[src/rtl/core/d2q9mc_pkg.sv]
// shared types, widths and helpers for the d2q9 moment calculator
// no dependencies
package d2q9mc_pkg;

	localparam int POP_W   = 32;
	localparam int MAG_W   = 36;
	localparam int Q_W     = 32;
	localparam int CFG_W   = 31;
	localparam int SAT_W   = 37;
	localparam int N_LANE  = 5;

	// lane order
	localparam int LANE_X  = 0;
	localparam int LANE_Y  = 1;
	localparam int LANE_XX = 2;
	localparam int LANE_YY = 3;
	localparam int LANE_XY = 4;

	// register indexes
	localparam logic REG_SOUND_SPEED_SQ    = 1'b0;
	localparam logic REG_REFERENCE_DENSITY = 1'b1;

	localparam logic [CFG_W-1:0] SOUND_SPEED_SQ_RST    = 31'd89478485;
	localparam logic [CFG_W-1:0] REFERENCE_DENSITY_RST = 31'd268435456;

	typedef logic signed [MAG_W-1:0] wide_t;
	typedef logic [Q_W-1:0] word_t;

	// saturate a wide signed value to the 32 bit field range
	function automatic word_t sat32(input logic signed [SAT_W-1:0] v);
		logic [SAT_W-Q_W:0] top;
		begin
			top = v[SAT_W-1:Q_W-1];
			if (top == '0 || top == '1)
				sat32 = v[Q_W-1:0];
			else if (v[SAT_W-1])
				sat32 = {1'b1, {(Q_W-1){1'b0}}};
			else
				sat32 = {1'b0, {(Q_W-1){1'b1}}};
		end
	endfunction

endpackage

[src/rtl/core/d2q9mc_sums.sv]
// population sums: density and the five weighted moment sums
// depends on d2q9mc_pkg
module d2q9mc_sums import d2q9mc_pkg::*; (
	input  logic [POP_W-1:0] pops [9],
	output wide_t            rho,
	output wide_t            nums [N_LANE]
);

	wide_t p [9];

	// sign extend every population
	always_comb begin
		for (int i = 0; i < 9; i++) begin
			p[i] = wide_t'(signed'(pops[i]));
		end
	end

	// exact sums, no wrap at this width
	always_comb begin
		rho = ((p[0] + p[1]) + (p[2] + p[3])) + ((p[4] + p[5]) + (p[6] + p[7])) + p[8];
		nums[LANE_X]  = (p[1] - p[3]) + (p[5] - p[6]) + (p[8] - p[7]);
		nums[LANE_Y]  = (p[2] - p[4]) + (p[5] + p[6]) - (p[7] + p[8]);
		nums[LANE_XX] = (p[1] + p[3]) + (p[5] + p[6]) + (p[7] + p[8]);
		nums[LANE_YY] = (p[2] + p[4]) + (p[5] + p[6]) + (p[7] + p[8]);
		nums[LANE_XY] = (p[5] - p[6]) + (p[7] - p[8]);
	end

endmodule

[config.mk]
export PLATFORM = sky130hd
export DESIGN_NAME = d2q9mc_sums
export DESIGN_NICKNAME = d
export VERILOG_FILES = /design/src/rtl/core/d2q9mc_pkg.sv /design/src/rtl/core/d2q9mc_sums.sv
export SDC_FILE = /design/constraint.sdc
export NUM_CORES = 2
export LEC_CHECK = 0
export BUFFER_PORTS_ARGS = -buffer_cell sky130_fd_sc_hd__buf_2
export CAP_MARGIN = 20
export CORE_MARGIN = 2
export CORE_UTILIZATION = 30
export DETAILED_ROUTE_END_ITERATION = 12
export GPL_ROUTABILITY_DRIVEN = 0
export SLEW_MARGIN = 40
export SYNTH_ARGS = -nofsm -noshare
export SYNTH_HDL_FRONTEND = slang
export SYNTH_SLANG_ARGS = --single-unit
export TNS_END_PERCENT = 1
[constraint.sdc]
create_clock -name vclk -period 9.3
set_clock_uncertainty 0.2 [all_clocks]
set_input_delay 1.86 -clock vclk [all_inputs]
set_output_delay 1.86 -clock vclk [all_outputs]
set_load 0.1 [all_outputs]
==> results.py <==
metrics = {
    "status": {
        "status": "complete, but fails checks",
        "violations": "negative setup slack",
    },
    "sta": {
        "setup_violations": 37,
        "fin_crit_ns": 9.612,
        "timing.slew.headroom": 0.5265,
        "timing.final.ws_setup_ns": -0.3119,
        "worst_pin_slew_ns": 0.7028,
        "hold_violations": 0,
        "slew_violations": 0,
        "rsz0062_at_grt": "yes",
        "period_share": 1.034,
        "finalSetupTns_ns": -4.524,
        "fmax_mhz": 104.0,
    },
    "critical_path": {
        "worst_setup_path_end_kind": "primary output",
        "cpMostUsedCell": "a21oi_2",
        "crit_path_max_fanout": 4,
        "crit_start": "pops[66]",
        "crit_type": "in2out",
        "start_kind": "input pin",
        "slowest_delay_ns": 0.55,
        "crit_arrival_ns": 7.55,
        "crit_required_ns": 7.24,
        "crit_slowest_cell": "fa_1",
    },
    "drt": {
        "drc": 0,
        "drtAntennaViolNets": 0,
        "wl_per_cell_um": 21.42,
        "vias_per_cell": 4.929,
        "first_iter_violations": 2427,
        "wirelength_um": 130300,
        "vias": 29981,
        "drtPass1Iterations": 6,
    },
    "clock_network": {
        "hold_buffers": 0,
    },
    "yosys": {
        "synth_top_area_share": 0.3769,
        "synth.area.mux_share": 0.003013,
        "synthSimpleGateAreaFrac": 0.1028,
        "ys_types": 89,
        "syn_nets": 4710,
        "synth-xor-area-share": 0.08143,
        "syn_inst": 3525,
        "synth_area_leader_cell": "fa_1",
        "synth_top_family_by_area": "adder cells",
        "syn_area_um2": 29900,
        "synth_compound_gate_area_share": 0.1844,
        "ys_seq_area_frac": 0,
        "syn_avg_cell_area_um2": 8.483,
        "yosysWarningCount": 0,
        "synth-adder-area-share": 0.5167,
        "yosys-top-cells-area": "fa_1 (38%), ha_1 (14%), inv_1 (10%)",
    },
    "global_routing": {
        "grt_max_degree": 16,
        "antenna_found_initial": 92,
        "gr-total-overflow": 0,
        "track_usage": 0.2489,
        "grt_pass1_vias": 30351,
        "grt_pass1_wl_um": 187400,
    },
    "die": {
        "start_util": 0.3034,
        "dieArea_um2": 102200,
        "die_h_um": 319.7,
        "io_pins": 504,
        "row_count": 115,
        "die_x_um": 319.7,
        "core_area_um2": 98560,
    },
    "finish": {
        "layout-drive-gt1-share": 0.3365,
        "layout.cells.most_common": "inv_1",
        "seq_area_um2": 0,
        "seq_cells": 0,
        "area_delta_synth_final_pct": 46.47,
        "clkbuf_count": 0,
        "layout_common_cells": "inv_1 (803), buf_4 (789), fa_1 (556)",
        "final_cells": 6083,
        "post-route-util": 0.4444,
        "num-nets-final": 5951,
    },
    "place": {
        "place_inst": 6029,
        "portBuffers": 504,
        "dp_hpwl_um": 119400,
    },
    "flow_run": {
        "drv_cap": 0,
    },
    "hold_path": {
        "hold_start": "pops[32]",
        "hp-class": "in2out",
    },
}
[cell families (layout without fill, tap and decap cells)]
logic type / Yosys count / count (layout)
AO/OA/AOI/OAI: 838 / 838
XOR/XNOR: 278 / 278
AND/OR/NAND/NOR: 621 / 621
multiplexers: 9 / 9
adder cells (fa/ha/maj): 897 / 897
buffers and inverters: 882 / 2121
other: 0 / 32
[metal layers]
layer | vias to the layer above | global-route usage | share of wire
met3 | 309 | 0.07896 | 0.11
li1 | 13930 | - | -
met1 | 14411 | 0.2811 | 0.35
met4 | 106 | 0.07369 | 0.038
met2 | 1225 | 0.4458 | 0.50
met5 | - | 0 | 0.0050
[final timing paths]
path	endpoint	slack [ns]	cells past startpoint
max	nums[107]	-0.31	26
min	nums[0]	4.27	4
[area by class of cell]
class / count / area (um^2)
tap: 1287 / 1610
timing repair buffer: 1305 / 10770
antenna: 32 / 80.08
inverter: 816 / 3068
fill: 9647 / 54770
multi-input combinational: 2643 / 28270
[stage by stage]
step	cell area, um^2	setup slack, ns	hold WS [ns]
after global routing	43730	-0.4928	4.281
after global placement	41930	-0.8035	4.270
after floorplan	30100	-0.6168	4.066
final	43800	-0.3119	4.266
after CTS	43140	-0.2592	4.261
after detailed placement	41930	-0.8579	4.270
[cell usage after synthesis, drive strengths merged, types with 11 or more instances]
| master | number |
|---|---|
| o21a | 34 |
| nand2b | 36 |
| nand2 | 141 |
| a211oi | 24 |
| o211ai | 18 |
| a31oi | 37 |
| nor3 | 44 |
| ha | 334 |
| a21oi | 283 |
| fa | 563 |
| or2 | 16 |
| or3 | 17 |
| a21o | 124 |
| o31ai | 22 |
| buf | 11 |
| nor2b | 40 |
| nor2 | 169 |
| nand3 | 54 |
| xnor2 | 199 |
| xor2 | 79 |
| o21bai | 59 |
| inv | 814 |
| and3 | 26 |
| clkbuf | 55 |
| a221oi | 11 |
| nand4 | 28 |
| and2 | 12 |
| o21ai | 128 |
[critical path: cells and delay by family]
| kind | cells | cell delay, ns |
|---|---|---|
| compound gates | 12 | 2.42 |
| fa+ha+maj | 4 | 1.54 |
| simple gates | 3 | 0.71 |
| buf+inv | 5 | 0.64 |
| xor+xnor | 2 | 0.36 |
[timing repair]
action                     in CTS  in global routing
setup endpoints to repair      77                 96
pin swaps                     106                 69
hold endpoints to repair        0                  0
gates resized for setup       214                113
buffers inserted               21                  3
Power is not shown: default switching activity piles up to over one toggle a cycle in this logic, so the estimate is an artifact.
