--- src/rtl/core/d2q9mc_pkg.sv ---
// shared types, widths and helpers for the d2q9 moment calculator
// no dependencies
package d2q9mc_pkg;

	localparam int POP_W   = 32;
	localparam int MAG_W   = 36;
	localparam int Q_W     = 32;
	localparam int CFG_W   = 31;
	localparam int SAT_W   = 37;
	localparam int N_LANE  = 5;

	// lane order
	localparam int LANE_X  = 0;
	localparam int LANE_Y  = 1;
	localparam int LANE_XX = 2;
	localparam int LANE_YY = 3;
	localparam int LANE_XY = 4;

	// register indexes
	localparam logic REG_SOUND_SPEED_SQ    = 1'b0;
	localparam logic REG_REFERENCE_DENSITY = 1'b1;

	localparam logic [CFG_W-1:0] SOUND_SPEED_SQ_RST    = 31'd89478485;
	localparam logic [CFG_W-1:0] REFERENCE_DENSITY_RST = 31'd268435456;

	typedef logic signed [MAG_W-1:0] wide_t;
	typedef logic [Q_W-1:0] word_t;

	// saturate a wide signed value to the 32 bit field range
	function automatic word_t sat32(input logic signed [SAT_W-1:0] v);
		logic [SAT_W-Q_W:0] top;
		begin
			top = v[SAT_W-1:Q_W-1];
			if (top == '0 || top == '1)
				sat32 = v[Q_W-1:0];
			else if (v[SAT_W-1])
				sat32 = {1'b1, {(Q_W-1){1'b0}}};
			else
				sat32 = {1'b0, {(Q_W-1){1'b1}}};
		end
	endfunction

endpackage

--- src/rtl/core/d2q9mc_post.sv ---
// sign, saturation and sound speed offset of one quotient lane
// depends on d2q9mc_pkg
module d2q9mc_post import d2q9mc_pkg::*; (
	input  word_t            quot,
	input  logic             neg,
	input  logic             ovf,
	input  logic             sub_cs,
	input  logic [CFG_W-1:0] cs,
	input  logic             bad,
	output word_t            result
);

	word_t                   qs;
	logic signed [SAT_W-1:0] diff;

	always_comb begin
		// saturate the signed quotient
		if (ovf || quot[Q_W-1])
			qs = neg ? {1'b1, {(Q_W-1){1'b0}}} : {1'b0, {(Q_W-1){1'b1}}};
		else
			qs = neg ? (~quot + 1'b1) : quot;
		// optional offset, saturated again
		diff = {{(SAT_W-Q_W){qs[Q_W-1]}}, qs} - {{(SAT_W-CFG_W){1'b0}}, cs};
		if (bad)
			result = '0;
		else if (sub_cs)
			result = sat32(diff);
		else
			result = qs;
	end

endmodule

--- config.mk ---
export PLATFORM = sky130hd
export DESIGN_NAME = d2q9mc_post
export DESIGN_NICKNAME = d
export VERILOG_FILES = /design/src/rtl/core/d2q9mc_pkg.sv /design/src/rtl/core/d2q9mc_post.sv
export SDC_FILE = /design/constraint.sdc
export NUM_CORES = 1
export LEC_CHECK = 0
export BUFFER_PORTS_ARGS = -buffer_cell sky130_fd_sc_hd__buf_2
export CORE_MARGIN = 2
export CORE_UTILIZATION = 30
export DETAILED_ROUTE_END_ITERATION = 16
export GPL_TIMING_DRIVEN = 0
export PLACE_DENSITY = 0.49
export SETUP_SLACK_MARGIN = 0.4
export SYNTH_ARGS = -nofsm -noshare
export SYNTH_HDL_FRONTEND = slang
export SYNTH_SLANG_ARGS = --single-unit
--- constraint.sdc ---
create_clock -name vclk -period 5.95
set_clock_uncertainty 0.2 [all_clocks]
set_input_delay 0.2975 -clock vclk [all_inputs]
set_output_delay 0.2975 -clock vclk [all_outputs]
set_load 0.01 [all_outputs]
==> results_dict.tcl, run 1 <==
set metrics [dict create \
    numPortBuffers 97 \
    critPathCaptureType "primary output" \
    worst-path-stages 22 \
    power_leakage_nw 1.93 \
    fp.dieH_um 109 \
    num-fill-cells 1197 \
    worstSetupPathType "primary input to primary output" \
    syn_avg_cell_area_um2 6.78 \
    status "finished, final reports clean" \
    synth_fa_ha_area_share_pct 12.8 \
    path_cells "buf_2 -> inv_1 -> ha_1 -> or3b_1 -> buf_2 -> or4_4 -> nor2_4 -> nand3_4 -> o41ai_4 -> xor2_2 -> ha_4 -> and3_2 -> nand4_1 -> o22ai_1 -> nor2_2 -> a31oi_2 -> o21a_1 -> o41ai_4 -> buf_4 -> buf_6 -> a211oi_2 -> buf_2" \
    drive_above_1_share_pct 30.4 \
    avgViaCountPerCell 5.39 \
    drc 0 \
    hp-class "primary input to primary output" \
    powerDensity_nw_per_um2 122 \
    cap_violations 0 \
    relSlewSlack_pct 53.2 \
    fmax_ghz 0.187 \
    hold_viol_final 0 \
    synth_cell_types 66 \
    fin_nets 694 \
    track_usage_pct 18.9 \
    worst_path_max_delay_cell "or4_4" \
    grt_max_degree 11 \
    syn_to_final_growth_pct 26.0 \
    vias 3942 \
    hp-start "bad" \
    overflow 0 \
    final_cell_area_um2 4150 \
    required_ns 5.45 \
    regArea_um2 0 \
    yosysSeqAreaShare_pct 0 \
    slowest_delay_ns 0.46 \
    die_area_um2 11800 \
    final_cell_mix "98 x buf_2, 62 x nor2_1, 54 x nand2_1" \
    initial_utilization_pct 30.5 \
    timing.final.crit_share_pct 89.7 \
    muxShareOfSynthArea_pct 1.22 \
    path_delay_family "simple AND/OR/NAND/NOR gates" \
    syn_inst 486 \
    rsz0062_at_grt "false" \
    rows 38 \
    irDropWorstVdd_mv 0.0338 \
    wl_per_cell_um 15.8 \
    antenna_found_initial 0 \
    synth_xor_area_share_pct 11.7 \
    synth_top_area_share_pct 12.2 \
    mostFrequentLayoutCell "buf_2" \
    synth_nets 586 \
    grt_pass1_wl_um 18000 \
    n_clock_buffer 0 \
    detail_route.iter0.violations 185 \
    finalWirelength_um 11600 \
    min_path_cells 3 \
    setup_viol 0 \
    tightest_slew_ns 0.693 \
    synth_top_family_by_area "compound AO/OA/AOI/OAI gates" \
    holdBufCountCts 0 \
    io_pins 99 \
    period_minus_slack_ns 5.33 \
    cp.arrival_ns 4.84 \
    synth_top_cells_by_area "ha_1 12%, a211oi_2 8.4%, xor2_1 7.7%" \
    start_kind "primary input" \
    synth_top_area_cell "ha_1" \
    yosys.area_share.simple_pct 28.9 \
    cp_max_fo 10 \
    gp_congestion 0.911 \
    coreArea_um2 10800 \
    whs_ns 0.660 \
    finalMaxSlewViolations 0 \
    synth_compound_area_share_pct 38.1 \
    first_pass_iters 4 \
    crit_top_cell "buf_2" \
    antenna_cells 0 \
    yosys_warnings 0 \
    place.detailed.hpwl_um 9420 \
    critPathBufInv 6 \
    syn_area_um2 3290 \
    die_w_um 109 \
    post_dp_cell_area_um2 3950 \
    final_antenna_net_count 0 \
    design.seq.count 0 \
    grt_pass1_vias 3757 \
    holdPathEnd "result[31]" \
]
[metal layers]
| metal | vias to the layer above | share of wire [%] | GRT usage, % |
|---|---|---|---|
| met5 | - | 0 | 0 |
| met3 | 13 | 4.5 | 1.61 |
| met2 | 109 | 47 | 33.5 |
| met1 | 1835 | 48 | 25.5 |
| li1 | 1985 | - | - |
| met4 | 0 | 0.93 | 2.29 |
[cell usage after synthesis, types with 5 or more instances]
cell type and instances:
o21a_1 7, nor2_1 64, inv_1 36, nor3_1 8
a21oi_1 34, ha_1 32, o31ai_1 6, nand3_1 7
nand2_1 54, a211oi_2 22, a211oi_1 7, nand2b_1 9
xnor2_1 15, clkbuf_1 11, nor2_2 8, o311ai_0 7
a21o_1 15, xor2_1 29, o211ai_1 5, o21ai_0 26
[report_power, final]
part | total, W | internal (W) | switching (W)
logic | 0.000505 | 0.000211 | 0.000294
clock network | 0 | 0 | 0
registers | 0 | 0 | 0
total | 0.000505 | 0.000211 | 0.000294
[worst max-delay path by stage]
| stage | slack (ns) | startpoint | end |
|---|---|---|---|
| 2_1_floorplan | 1.13 | quot[0] | result[30] |
| 3_3_place_gp | -0.08 | quot[0] | result[12] |
| 3_5_place_dp | -0.01 | quot[0] | result[26] |
| 4_1_cts | 0.41 | quot[0] | result[30] |
| 5_1_grt | 0.38 | quot[0] | result[23] |
| 6_report | 0.62 | quot[0] | result[23] |
[cell type report]
cell class / count / area [um2] / share of cell area (%)
tap: 140 / 175 / 4.22
multi-input combinational: 429 / 3170 / 76.4
inverter: 36 / 135 / 3.26
buffer: 21 / 115 / 2.77
timing repair buffer: 106 / 553 / 13.3
[metrics by stage]
step | utilization (%) | power (W) | TNS (ns) | cells | worst slack (ns)
after floorplan | - | 0.000342 | 0 | 486 | 1.13
after global placement | 36.6 | 0.000477 | -1.26 | 723 | -0.0753
after detailed placement | 36.6 | 0.000477 | -0.142 | 723 | -0.0147
after CTS | 37.0 | 0.000486 | 0 | 724 | 0.413
after global routing | 38.4 | 0.000559 | 0 | 732 | 0.380
final | 38.4 | 0.000505 | 0 | 732 | 0.616
[cells by family (layout without fill, tap and decap cells)]
logic type,after synthesis,after routing
buffers and inverters,57,163
AO/OA/AOI/OAI,161,161
multiplexers,4,4
XOR/XNOR,44,44
AND/OR/NAND/NOR,187,187
adder cells (fa/ha/maj),33,33
[repair_timing]
action | in CTS | in global routing
cloned | 0 | 0
resized for setup | 9 | 26
endpoints found under the setup margin | 31 | 31
buffers inserted | 1 | 8
pin swaps | 1 | 12
hold endpoints to repair | 0 | 0
Power figures use the tool's default switching activity.
==> inputs of run 2 (changes only) <==
- BUFFER_PORTS_ARGS: -buffer_cell sky130_fd_sc_hd__buf_2 -> not set
- DONT_BUFFER_PORTS: not set -> 1
- PLACE_DENSITY: 0.49 -> 0.42
==> results_dict.tcl, run 2 (same netlist as run 1, synthesis figures left out) <==
set metrics [dict create \
    antenna_cells 0 \
    powerDensity_nw_per_um2 125 \
    gp_congestion 0.861 \
    switching_share_pct 61.6 \
    drive_above_1_share_pct 13.7 \
    n_clock_buffer 0 \
    holdPathEnd "result[31]" \
    hold_viol_final 0 \
    worstSetupPathType "primary input to primary output" \
    final_antenna_net_count 0 \
    finalMaxSlewViolations 0 \
    antenna_found_initial 0 \
    coreArea_um2 10800 \
    p_sw_w 0.000273 \
    rsz0062_at_grt "false" \
    power_leakage_nw 1.49 \
    mostFrequentLayoutCell "nor2_1" \
    status "finished, final reports clean" \
    fp.dieH_um 109 \
    fin_nets 591 \
    irDropWorstVdd_mv 0.0428 \
    io_pins 99 \
    grt_max_degree 11 \
    sequentialPowerShare_pct 0 \
    fmax_ghz 0.189 \
    design.seq.count 0 \
    syn_to_final_growth_pct 8.13 \
    wl_per_cell_um 18.4 \
    initial_utilization_pct 30.5 \
    rows 38 \
    post_dp_cell_area_um2 3470 \
    required_ns 5.45 \
    grt_pass1_wl_um 18200 \
    cp.arrival_ns 4.80 \
    tns_ns 0 \
    finalWirelength_um 11600 \
    cap_violations 0 \
    place.detailed.hpwl_um 9470 \
    power_frac_comb_pct 100.0 \
    tightest_slew_ns 0.748 \
    hp-class "primary input to primary output" \
    critPathCaptureType "primary output" \
    die_area_um2 11800 \
    power_frac_clock_pct 0 \
    numPortBuffers 0 \
    period_minus_slack_ns 5.29 \
    grt_pass1_vias 3502 \
    relSlewSlack_pct 49.5 \
    vias 3515 \
    hp-start "bad" \
    regArea_um2 0 \
    start_kind "primary input" \
    first_pass_iters 5 \
    track_usage_pct 19.2 \
    die_w_um 109 \
    holdBufCountCts 0 \
    timing.final.crit_share_pct 89.0 \
    detail_route.iter0.violations 166 \
    overflow 0 \
    p_total_w 0.000444 \
    drc 0 \
    avgViaCountPerCell 5.59 \
    final_cell_mix "63 x nor2_1, 54 x nand2_1, 36 x inv_1" \
    min_path_cells 1 \
    intPower_w 0.000170 \
    cp_max_fo 10 \
    setup_viol 0 \
    final_cell_area_um2 3560 \
]
run 2: how the worst max path moves through the flow:
stage	cells after the start	start	slack, ns	to
2_1_floorplan	20	quot[0]	1.13	result[30]
5_1_grt	20	quot[0]	0.38	result[17]
6_report	20	quot[0]	0.66	result[30]
3_3_place_gp	20	quot[0]	0.08	result[30]
4_1_cts	20	quot[0]	0.45	result[14]
3_5_place_dp	20	quot[0]	0.1	result[30]
run 2: cell type report:
cell class	count	area [um2]
fillers	1199	7230
well taps	140	175
plain buffers	21	115
inverters	36	135
repair buffers	3	22.5
multi-input cells	429	3110
run 2: routing by layer:
| layer | GRT usage, % | wire [um] |
|---|---|---|
| met1 | 26.3 | 5620 |
| met2 | 32.8 | 5150 |
| met3 | 3.11 | 714 |
| met4 | 1.83 | 112 |
| met5 | 0 | 0 |
run 2: through the flow:
stage | setup slack (ns) | std cells | hold slack [ns] | util (%)
2_1_floorplan | 1.13 | 486 | 0.443 | -
3_5_place_dp | 0.0955 | 626 | 0.448 | 32.1
3_3_place_gp | 0.0767 | 626 | 0.447 | 32.1
6_report | 0.656 | 629 | 0.447 | 33.0
4_1_cts | 0.446 | 627 | 0.448 | 32.6
5_1_grt | 0.382 | 629 | 0.449 | 33.0
run 2: what timing repair did:
| action | 4_1_cts | 5_1_grt |
|---|---|---|
| setup endpoints to repair | 20 | 31 |
| pin swaps | 1 | 2 |
| resized for setup | 8 | 9 |
| buffers inserted | 1 | 2 |
run 2: power groups by stage:
stage	logic [W]	registers, W	clock network [W]
4_1_cts	0.000439	0	0
6_report	0.000444	0	0
3_5_place_dp	0.000424	0	0
2_1_floorplan	0.000342	0	0
3_3_place_gp	0.000425	0	0
5_1_grt	0.000494	0	0
run 2: worst max-delay path, stage by stage:
cell and delay, ns:
inv_1 0.04, ha_1 0.19, or3b_1 0.35, buf_2 0.17
or4_1 0.46, nor2_2 0.14, nand3_2 0.16, o41ai_2 0.34
xor2_1 0.31, ha_1 0.28, and3_2 0.26, nand4_1 0.16
a211oi_2 0.24, nor2_2 0.10, a31oi_2 0.20, o21ai_1 0.14
nor3_2 0.25, a21oi_2 0.15, buf_4 0.24, a211oi_2 0.31
