--- config.mk ---
export PLATFORM = sky130hd
export DESIGN_NAME = d2q9mc_div_step
export DESIGN_NICKNAME = d
export VERILOG_FILES = /design/src/rtl/core/d2q9mc_pkg.sv /design/src/rtl/core/d2q9mc_div_step.sv
export SDC_FILE = /design/constraint.sdc
export NUM_CORES = 1
export LEC_CHECK = 0
export BUFFER_PORTS_ARGS = -buffer_cell sky130_fd_sc_hd__buf_4
export CAP_MARGIN = 20
export CORE_MARGIN = 2
export CORE_UTILIZATION = 50
export DETAILED_ROUTE_END_ITERATION = 8
export GPL_TIMING_DRIVEN = 0
export PLACE_DENSITY = 0.95
export SYNTH_ARGS = -nofsm -noshare
export SYNTH_HDL_FRONTEND = slang
export SYNTH_SLANG_ARGS = --single-unit
--- constraint.sdc ---
create_clock -name vclk -period 6.45
set_clock_uncertainty 0.1 [all_clocks]
set_input_delay 0 -clock vclk [all_inputs]
set_output_delay 0 -clock vclk [all_outputs]
set_load 0.01 [all_outputs]
--- src/rtl/core/d2q9mc_pkg.sv ---
// shared types, widths and helpers for the d2q9 moment calculator
// no dependencies
package d2q9mc_pkg;

	localparam int POP_W   = 32;
	localparam int MAG_W   = 36;
	localparam int Q_W     = 32;
	localparam int CFG_W   = 31;
	localparam int SAT_W   = 37;
	localparam int N_LANE  = 5;

	// lane order
	localparam int LANE_X  = 0;
	localparam int LANE_Y  = 1;
	localparam int LANE_XX = 2;
	localparam int LANE_YY = 3;
	localparam int LANE_XY = 4;

	// register indexes
	localparam logic REG_SOUND_SPEED_SQ    = 1'b0;
	localparam logic REG_REFERENCE_DENSITY = 1'b1;

	localparam logic [CFG_W-1:0] SOUND_SPEED_SQ_RST    = 31'd89478485;
	localparam logic [CFG_W-1:0] REFERENCE_DENSITY_RST = 31'd268435456;

	typedef logic signed [MAG_W-1:0] wide_t;
	typedef logic [Q_W-1:0] word_t;

	// saturate a wide signed value to the 32 bit field range
	function automatic word_t sat32(input logic signed [SAT_W-1:0] v);
		logic [SAT_W-Q_W:0] top;
		begin
			top = v[SAT_W-1:Q_W-1];
			if (top == '0 || top == '1)
				sat32 = v[Q_W-1:0];
			else if (v[SAT_W-1])
				sat32 = {1'b1, {(Q_W-1){1'b0}}};
			else
				sat32 = {1'b0, {(Q_W-1){1'b1}}};
		end
	endfunction

endpackage

--- src/rtl/core/d2q9mc_div_step.sv ---
// one restoring division step: one quotient bit
// depends on d2q9mc_pkg
module d2q9mc_div_step import d2q9mc_pkg::*; (
	input  logic [MAG_W-1:0] rem_in,
	input  word_t            nq_in,
	input  logic [MAG_W-1:0] divisor,
	output logic [MAG_W-1:0] rem_out,
	output word_t            nq_out
);

	logic [MAG_W:0] shifted;
	logic [MAG_W:0] diff;
	logic           ge;

	// shift in the next dividend bit, subtract when it fits
	always_comb begin
		shifted = {rem_in, nq_in[Q_W-1]};
		diff    = shifted - {1'b0, divisor};
		ge      = shifted >= {1'b0, divisor};
		rem_out = ge ? diff[MAG_W-1:0] : shifted[MAG_W-1:0];
		nq_out  = {nq_in[Q_W-2:0], ge};
	end

endmodule

==> results.sh, run 1 <==
export IMPL_nClkBuffers=0
export IMPL_final_area_um2=4170
export IMPL_fp_dieH_um=81.7
export IMPL_leakagePower_nw=2.24
export IMPL_hpwlAfterDp_um=8200
export IMPL_setup_tns_final_ns=0
export IMPL_drv_slew=0
export IMPL_hold_viol=0
export IMPL_nets=744
export IMPL_crit_slowest_cell="a2111oi_2"
export IMPL_power_internal_uw=228
export IMPL_viasPerCell=5.62
export IMPL_power_uw=466
export IMPL_syn_inst=460
export IMPL_initial_core_util_pct=51.3
export IMPL_rsz0062_at_grt="false"
export IMPL_hold_slack_ns=0.0761
export IMPL_cp_required_ns=6.35
export IMPL_drive_gt1_share_pct=35.6
export IMPL_die_area_um2=6680
export IMPL_crit_chain="buf_4 > ha_1 > buf_2 > nand4_1 > nor2_1 > nand4_1 > a2111oi_2 > a211o_2 > nor2_4 > buf_6 > buf_6 > a211oi_1 > nor3_1 > buf_4"
export IMPL_grt_overflow=0
export IMPL_syn_area_um2=3020
export IMPL_dr_wl_met2_um=4960
export IMPL_port_buffers=141
export IMPL_vdd_ir_drop_max_mv=0.0601
export IMPL_wl_per_cell_um=14.3
export IMPL_yosys_area_share_simple_pct=22.9
export IMPL_power_share_clock_pct=0
export IMPL_combPwrFrac_pct=100.0
export IMPL_yosysUniqueCellTypes=61
export IMPL_synth_largest_area_cell="ha_1"
export IMPL_outcome="finished clean"
export IMPL_synth_top_area_share_pct=14.9
export IMPL_clock_fmax_ghz=0.358
export IMPL_rows=28
export IMPL_finalCriticalPeriod_ns=2.79
export IMPL_synthMuxAreaShare_pct=1.86
export IMPL_nFlopsAndLatches=0
export IMPL_grt_pass1_vias=3413
export IMPL_synthAdderAreaFrac_pct=15.6
export IMPL_vias=3802
export IMPL_die_w_um=81.7
export IMPL_crit_family="compound AO/OA/AOI/OAI gates"
export IMPL_topRoutingLayerUsed="met4"
export IMPL_synth_xor_area_share_pct=8.41
export IMPL_ctsHoldBuffers=0
export IMPL_ioPinCount=172
export IMPL_core_um2=5890
export IMPL_cts_resized=0
export IMPL_maxCapViolCount=0
export IMPL_synth_compound_area_share_pct=33.2
export IMPL_slew_limit_headroom_pct=66.9
export IMPL_grtUsageTotal_pct=27.1
export IMPL_grt_max_degree=11
export IMPL_power_density_nw_per_um2=112
export IMPL_ys_seq_area_share_pct=0
export IMPL_fin_crit_sh_pct=43.3
export IMPL_areaGrowthSynthToFinish_pct=38.2
export IMPL_crit_path_end_kind="output port"
export IMPL_worstSetupPathType="input pin to output port"
export IMPL_start_kind="input pin"
export IMPL_nFillCells=521
export IMPL_crit_buf_inv=5
export IMPL_synth_top_family_by_area="compound AO/OA/AOI/OAI gates"
export IMPL_place_area_um2=4170
export IMPL_wl_met1_um=3780
export IMPL_wirelength_um=9660
export IMPL_p_seq_share_pct=0
export IMPL_gp_congestion=0.904
export IMPL_netlist_top_cells_area="ha_1 (15%), buf_4 (8.0%), nand2_1 (6.8%), a21o_1 (6.5%), a21oi_1 (6.3%)"
export IMPL_syn_nets=601
export IMPL_arrival_ns=2.69
export IMPL_ys_warn_count=0
export IMPL_antenna_found_initial=0
export IMPL_hold_class="input pin to output port"
export IMPL_syn_area_per_cell_um2=6.57
export IMPL_cts_setup_buffers=0
export IMPL_finalNonFillerCells=676
export IMPL_worstMarginPinSlew_ns=0.497
export IMPL_drc_errors=0
export IMPL_firstDrtPassIters=5
export IMPL_critPathMaxStageDelay_ns=0.33
export IMPL_dp_cells=676
export IMPL_drtIter0Drc=168
export IMPL_dr_wl_met3_um=724
export IMPL_seq_area_um2=0
export IMPL_n_antenna_cell=0
export IMPL_ant_nets=0
export IMPL_switchingPower_uw=237
export IMPL_p_sw_share_pct=51.0
export IMPL_path_max_fanout=10
export IMPL_grt_pass1_wl_um=14900
export IMPL_setup_viol=0
-- cell usage in the layout (no fill, tap or decap), types with 2 or more instances in the layout --
cell type,n
xnor2_1,16
a2111oi_2,3
o21bai_1,4
clkbuf_2,3
a211oi_2,2
nor4bb_1,2
a21o_1,26
inv_1,47
and2_1,2
nand2_1,55
o21ai_1,19
ha_1,36
a31oi_1,5
a31o_2,2
nand2b_1,4
mux2i_1,3
buf_4,173
and3_1,2
xor2_1,13
nor2_1,24
a211oi_1,3
clkbuf_1,5
o21ai_0,25
o211ai_1,5
nand4_1,9
a21oi_1,38
nor2b_1,3
nand3_1,8
buf_2,9
o21a_1,6
nor3_1,13
nor3_2,2
buf_6,4
and4b_1,2
or2_2,2
-- metal layers --
metal  vias up  global-route usage, %
met1      1727                   32.7
met4         0                   6.83
li1       1876                      -
met3        23                   1.32
met5         -                      0
met2       176                   51.7
-- cells by family after synthesis --
| kind of cell | count (synthesis) |
|---|---|
| AOI/OAI and AO/OA | 151 |
| xor gates and xnor gates | 29 |
| adders and majority gates | 37 |
| buffers and inverters | 101 |
| muxes | 5 |
| and+or+nand+nor | 137 |
-- worst paths after layout --
check  slack, ns     endpoint  cells after the start  startpoint
max         3.66  rem_out[34]                     14  rem_in[30]
min         0.08   nq_out[24]                      2   nq_in[23]
-- power groups by stage --
stage	Sequential [mW]	Combinational, mW	Clock, mW
after floorplan	0	0.286	0
after global placement	0	0.450	0
after detailed placement	0	0.461	0
after CTS	0	0.463	0
after global routing	0	0.507	0
final	0	0.466	0
-- cells in the mapped netlist (4+ instances only) --
library cell,instances
nand2_1,55
inv_1,47
a21oi_1,38
ha_1,36
buf_4,32
a21o_1,26
o21ai_0,25
nor2_1,24
o21ai_1,19
xnor2_1,16
nor3_1,13
xor2_1,13
buf_2,9
nand4_1,9
nand3_1,8
o21a_1,6
a31oi_1,5
clkbuf_1,5
o211ai_1,5
buf_6,4
nand2b_1,4
o21bai_1,4
-- final cells by class --
type                            instances  area [um2]  area share [%]
Buffer                                 53         364            8.73
Inverter                               48         180            4.32
Multi-Input combinational cell        359        2480            59.3
Tap cell                               75        93.8            2.25
Timing Repair Buffer                  141        1060            25.4
-- through the flow --
| stage | util (%) | setup slack, ns |
|---|---|---|
| 2_1_floorplan | - | 4.20 |
| 3_3_place_gp | 70.9 | 3.77 |
| 3_5_place_dp | 70.9 | 3.75 |
| 4_1_cts | 70.9 | 3.74 |
| 5_1_grt | 70.9 | 3.46 |
| 6_report | 70.9 | 3.66 |
Note: power is estimated with default switching activity, not from simulation.
==> inputs of run 2 (changes only) <==
--- a/config.mk
+++ b/config.mk
@@ -8,10 +8,10 @@
 export BUFFER_PORTS_ARGS = -buffer_cell sky130_fd_sc_hd__buf_4
 export CAP_MARGIN = 20
 export CORE_MARGIN = 2
-export CORE_UTILIZATION = 50
+export CORE_UTILIZATION = 47
 export DETAILED_ROUTE_END_ITERATION = 8
 export GPL_TIMING_DRIVEN = 0
-export PLACE_DENSITY = 0.95
+export PLACE_DENSITY = 0.92
 export SYNTH_ARGS = -nofsm -noshare
 export SYNTH_HDL_FRONTEND = slang
 export SYNTH_SLANG_ARGS = --single-unit
==> constraint.sdc (replaced) <==
create_clock -name vclk -period 2.87
set_clock_uncertainty 0.1 [all_clocks]
set_input_delay 0 -clock vclk [all_inputs]
set_output_delay 0 -clock vclk [all_outputs]
set_load 0.01 [all_outputs]
==> run 2 against run 1 <==
Die area is 6.1% higher. First-iteration DRC count is 12% lower. Combinational power is 130% higher. Worst hold slack hardly changed. Flip-flop and latch count stayed put. Count of clock-buffer cells in the layout stayed put. Cell area is 0.84% higher. Sequential share of layout area stayed put. Final cell count is 0.59% higher. Critical path type unchanged. Critical endpoint is now rem_out[24]. Largest power group unchanged.
==> results.sh, run 2 (same netlist as run 1, synthesis figures left out) <==
export IMPL_outcome="finished clean"
export IMPL_grt_pass1_wl_um=15400
export IMPL_final_cell_mix="buf_4 (175), nand2_1 (55), inv_1 (47)"
export IMPL_n_antenna_cell=0
export IMPL_die_area_um2=7080
export IMPL_seq_area_um2=0
export IMPL_rsz0062_at_grt="false"
export IMPL_clock_fmax_ghz=0.363
export IMPL_hold_class="input pin to output port"
export IMPL_grt_overflow=0
export IMPL_finalCriticalPeriod_ns=2.76
export IMPL_firstDrtPassIters=5
export IMPL_nFlopsAndLatches=0
export IMPL_hold_start="nq_in[8]"
export IMPL_wl_per_cell_um=14.0
export IMPL_ant_nets=0
export IMPL_wirelength_um=9520
export IMPL_areaGrowthSynthToFinish_pct=39.3
export IMPL_ctsHoldBuffers=0
export IMPL_grt_max_degree=11
export IMPL_initial_core_util_pct=48.1
export IMPL_vdd_ir_drop_max_mv=0.147
export IMPL_fp_dieH_um=84.2
export IMPL_power_density_nw_per_um2=250
export IMPL_leakagePower_nw=2.25
export IMPL_crit_slowest_cell="a211o_2"
export IMPL_combPwrFrac_pct=100.0
export IMPL_hold_slack_ns=0.0759
export IMPL_worstSetupPathType="input pin to output port"
export IMPL_hold_end="nq_out[9]"
export IMPL_path_max_fanout=10
export IMPL_vias=3765
export IMPL_nFillCells=581
export IMPL_gp_congestion=0.871
export IMPL_antenna_found_initial=0
export IMPL_p_seq_share_pct=0
export IMPL_fin_crit_sh_pct=96.1
export IMPL_nClkBuffers=0
export IMPL_die_w_um=84.2
export IMPL_drive_gt1_share_pct=36.2
export IMPL_worstMarginPinSlew_ns=0.467
export IMPL_setup_tns_final_ns=0
export IMPL_start_kind="input pin"
export IMPL_maxCapViolCount=0
export IMPL_slew_limit_headroom_pct=68.9
export IMPL_crit_chain="buf_4 > ha_1 > buf_2 > a21o_1 > a21o_1 > a211oi_4 > a21oi_1 > a211o_2 > nor2_4 > buf_6 > buf_8 > buf_6 > nand2_1 > o21ai_1 > buf_4"
export IMPL_arrival_ns=2.66
export IMPL_grtUsageTotal_pct=24.8
export IMPL_layout_setup_ws_ns=0.112
export IMPL_cp_required_ns=2.77
export IMPL_drv_slew=0
export IMPL_viasPerCell=5.54
export IMPL_rows=29
export IMPL_nets=746
export IMPL_final_common_cell="buf_4"
export IMPL_hpwlAfterDp_um=8060
export IMPL_p_sw_share_pct=50.8
export IMPL_ioPinCount=172
export IMPL_setup_viol=0
export IMPL_hold_viol=0
export IMPL_core_um2=6280
export IMPL_critPathMaxStageDelay_ns=0.37
export IMPL_grt_pass1_vias=3514
export IMPL_power_share_clock_pct=0
export IMPL_power_internal_uw=517
export IMPL_multi_input_area_um2=2490
export IMPL_crit_path_end_kind="output port"
export IMPL_drc_errors=0
export IMPL_port_buffers=141
export IMPL_hold_depth=2
export IMPL_drtIter0Drc=148
export IMPL_power_mw=1.05
export IMPL_switchingPower_uw=534
export IMPL_dpl_worst_slack_ns=0.112
-- run 2: metal layers --
metal,routed length (um),vias to the layer above,global-route usage (%)
met5,0,-,0
met4,142,0,5.57
met3,631,12,1.38
met2,4880,170,46.2
met1,3870,1702,31.3
li1,-,1881,-
-- run 2: per-stage QoR --
step,area (um2),std cells,util (%)
floorplan,3020,460,-
global placement,4180,678,66.5
detailed placement,4180,678,66.5
CTS,4180,678,66.5
global route,4210,680,67.0
finish,4210,680,67.0
-- run 2: cell type report --
cell class | count | area share (%)
Inverter | 48 | 4.28
Tap cell | 77 | 2.29
Buffer | 53 | 8.74
Multi-Input combinational cell | 359 | 59.2
Timing Repair Buffer | 143 | 25.5
-- run 2: worst max-delay path by stage --
stage | startpoint | to | slack [ns]
global placement | rem_in[19] | rem_out[24] | 0.15
finish | rem_in[21] | rem_out[24] | 0.11
global route | rem_in[21] | rem_out[24] | 0.03
CTS | rem_in[19] | rem_out[24] | 0.1
floorplan | divisor[28] | rem_out[34] | 0.62
detailed placement | rem_in[19] | rem_out[24] | 0.11
-- run 2: power groups by stage --
stage | Sequential [mW] | Clock, mW | Combinational, mW
3_3_place_gp | 0 | 0 | 1.02
4_1_cts | 0 | 0 | 1.04
2_1_floorplan | 0 | 0 | 0.643
3_5_place_dp | 0 | 0 | 1.04
6_report | 0 | 0 | 1.05
5_1_grt | 0 | 0 | 1.14
-- run 2: timing repair --
| item | in CTS | in global routing |
|---|---|---|
| setup endpoints to repair | 0 | 28 |
| setup buffers | 0 | 2 |
| gates resized for setup | 0 | 4 |
-- run 2: worst max-delay path: cells and delay by family --
| family | cells | cell delay [ns] |
|---|---|---|
| AO/OA/AOI/OAI | 6 | 1.20 |
| adder cells (fa/ha/maj) | 1 | 0.28 |
| buffers and inverters | 6 | 0.96 |
| AND/OR/NAND/NOR | 2 | 0.19 |
==> inputs of run 3 (changes only) <==
--- a/config.mk
+++ b/config.mk
@@ -5,10 +5,11 @@
 export SDC_FILE = /design/constraint.sdc
 export NUM_CORES = 1
 export LEC_CHECK = 0
+export ABC_AREA = 1
 export BUFFER_PORTS_ARGS = -buffer_cell sky130_fd_sc_hd__buf_4
 export CAP_MARGIN = 20
 export CORE_MARGIN = 2
-export CORE_UTILIZATION = 47
+export CORE_UTILIZATION = 50
 export DETAILED_ROUTE_END_ITERATION = 8
 export GPL_TIMING_DRIVEN = 0
 export PLACE_DENSITY = 0.92
==> run 3 against run 2 <==
Die area rose by 13%. Critical path type unchanged. Final cell count rose by 43%. Count of clock-buffer cells in the layout did not move. Area after synthesis rose by 21%. Cell area rose by 15%. Critical endpoint is now rem_out[30]. Largest power group unchanged.
==> results.sh, run 3 <==
export IMPL_outcome="finished clean"
export IMPL_yosysUniqueCellTypes=31
export IMPL_syn_nets=870
export IMPL_nClkBuffers=0
export IMPL_dp_cells=969
export IMPL_finalNonFillerCells=969
export IMPL_seq_area_um2=0
export IMPL_port_buffers=141
export IMPL_power_mw=1.10
export IMPL_syn_area_per_cell_um2=5.03
export IMPL_drtIter0Drc=311
export IMPL_worstSetupPathType="input pin to output port"
export IMPL_drv_slew=0
export IMPL_nFillCells=748
export IMPL_dr_wl_met3_um=775
export IMPL_initial_core_util_pct=51.1
export IMPL_syn_area_um2=3670
export IMPL_maxCapViolCount=0
export IMPL_n_antenna_cell=0
export IMPL_hpwlAfterDp_um=9960
export IMPL_fin_crit_sh_pct=76.2
export IMPL_cp_required_ns=2.77
export IMPL_areaGrowthSynthToFinish_pct=32.2
export IMPL_hold_depth=2
export IMPL_wl_per_cell_um=11.8
export IMPL_cts_resized=0
export IMPL_dpl_worst_slack_ns=0.736
export IMPL_ys_seq_area_share_pct=0
export IMPL_ioPinCount=172
export IMPL_grt_pass1_vias=4131
export IMPL_die_area_um2=8040
export IMPL_nFlopsAndLatches=0
export IMPL_finalCriticalPeriod_ns=2.19
export IMPL_die_w_um=89.7
export IMPL_nets=1013
export IMPL_cts_setup_buffers=0
export IMPL_rsz0062_at_grt="false"
export IMPL_hold_viol=0
export IMPL_final_cell_mix="nand2_1 (263), buf_4 (173), inv_1 (134)"
export IMPL_start_kind="input pin"
export IMPL_firstDrtPassIters=5
export IMPL_final_common_cell="nand2_1"
export IMPL_grt_overflow=0
export IMPL_ys_warn_count=0
export IMPL_antenna_found_initial=0
export IMPL_grtUsageTotal_pct=27.2
export IMPL_vias=4756
export IMPL_arrival_ns=2.09
export IMPL_synth_largest_area_cell="nand2_1"
export IMPL_hold_class="input pin to output port"
export IMPL_synth_most_common_cell="nand2_1"
export IMPL_slew_limit_headroom_pct=67.5
export IMPL_topRoutingLayerUsed="met4"
export IMPL_synthTopCellsByCount="nand2_1 (263), inv_1 (134), nand3_1 (80), nor2_1 (55), ha_1 (36)"
export IMPL_power_density_nw_per_um2=226
export IMPL_wirelength_um=11400
export IMPL_fp_dieH_um=89.7
export IMPL_wl_met1_um=5320
export IMPL_hold_slack_ns=0.0758
export IMPL_core_um2=7180
export IMPL_leakagePower_nw=3.05
export IMPL_path_max_fanout=4
export IMPL_syn_inst=729
export IMPL_grt_max_degree=11
export IMPL_clock_fmax_ghz=0.457
export IMPL_ant_nets=0
export IMPL_vdd_ir_drop_max_mv=0.110
export IMPL_final_area_um2=4850
export IMPL_drc_errors=0
export IMPL_layout_setup_ws_ns=0.683
export IMPL_worstMarginPinSlew_ns=0.488
export IMPL_place_area_um2=4850
export IMPL_ctsHoldBuffers=0
export IMPL_crit_path_end_kind="output port"
export IMPL_dr_wl_met2_um=5000
export IMPL_viasPerCell=4.91
export IMPL_netlist_top_cells_area="nand2_1 (27%), inv_1 (14%), ha_1 (12%), nand3_1 (11%), buf_4 (6.5%)"
export IMPL_setup_viol=0
export IMPL_drive_gt1_share_pct=25.3
export IMPL_gp_congestion=0.973
export IMPL_fin_util_pct=67.6
export IMPL_synth_top_area_share_pct=26.9
export IMPL_setup_tns_final_ns=0
export IMPL_grt_pass1_wl_um=17900
export IMPL_rows=31
==> run 3: changes by cell type in the layout (fill, tap and decap cells not counted), moves of 15 or more <==
cell     delta
a21o_1     -26
inv_1      +87
nand2_1   +208
nand2_2    +18
nand3_1    +72
nor2_1     +32
o21ai_0    -19
o21ai_1    -19
xnor2_1    -15
==> run 3: path summary, 6_finish.rpt <==
path	startpoint	end	slack, ns
setup / recovery	nq_in[31]	rem_out[30]	0.68
hold / removal	nq_in[17]	nq_out[18]	0.08
==> run 3: layout make-up <==
cell class	count	area [um2]	share of cell area, %
buffer	42	323	6.65
multi-input combinational	548	2820	58.2
tap	99	124	2.55
inverter	139	522	10.8
timing repair buffer	141	1060	21.8
==> run 3: cells by family after synthesis <==
| group | Yosys count | synth area share [%] |
|---|---|---|
| XOR/XNOR | 18 | 4.30 |
| buffers and inverters | 181 | 23.0 |
| adder cells (fa/ha/maj) | 37 | 12.8 |
| AND/OR/NAND/NOR | 452 | 53.5 |
| AO/OA/AOI/OAI | 41 | 6.31 |
==> run 3: worst max-delay path, stage by stage <==
cell and delay (ns):
buf_4 0.08, inv_1 0.04, ha_1 0.22, fa_1 0.41
inv_1 0.10, nand2_1 0.06, nand3_1 0.18, nand2_1 0.08
nand2_1 0.11, nand2_1 0.07, nand2_1 0.19, nand2_1 0.15
nand2_1 0.10, nand2_1 0.05, nand3_1 0.08, nand2_1 0.05
buf_4 0.14
==> run 3: where the power goes <==
part,switching [mW],internal [mW],total (mW)
combinational,0.605,0.492,1.10
sequential,0,0,0
clock,0,0,0
==> run 3: per-layer routing <==
layer / track usage (%) / vias to the layer above
met5: 0 / -
met4: 6.78 / 0
met3: 0.914 / 22
met2: 46.0 / 188
met1: 38.0 / 2044
li1: - / 2502
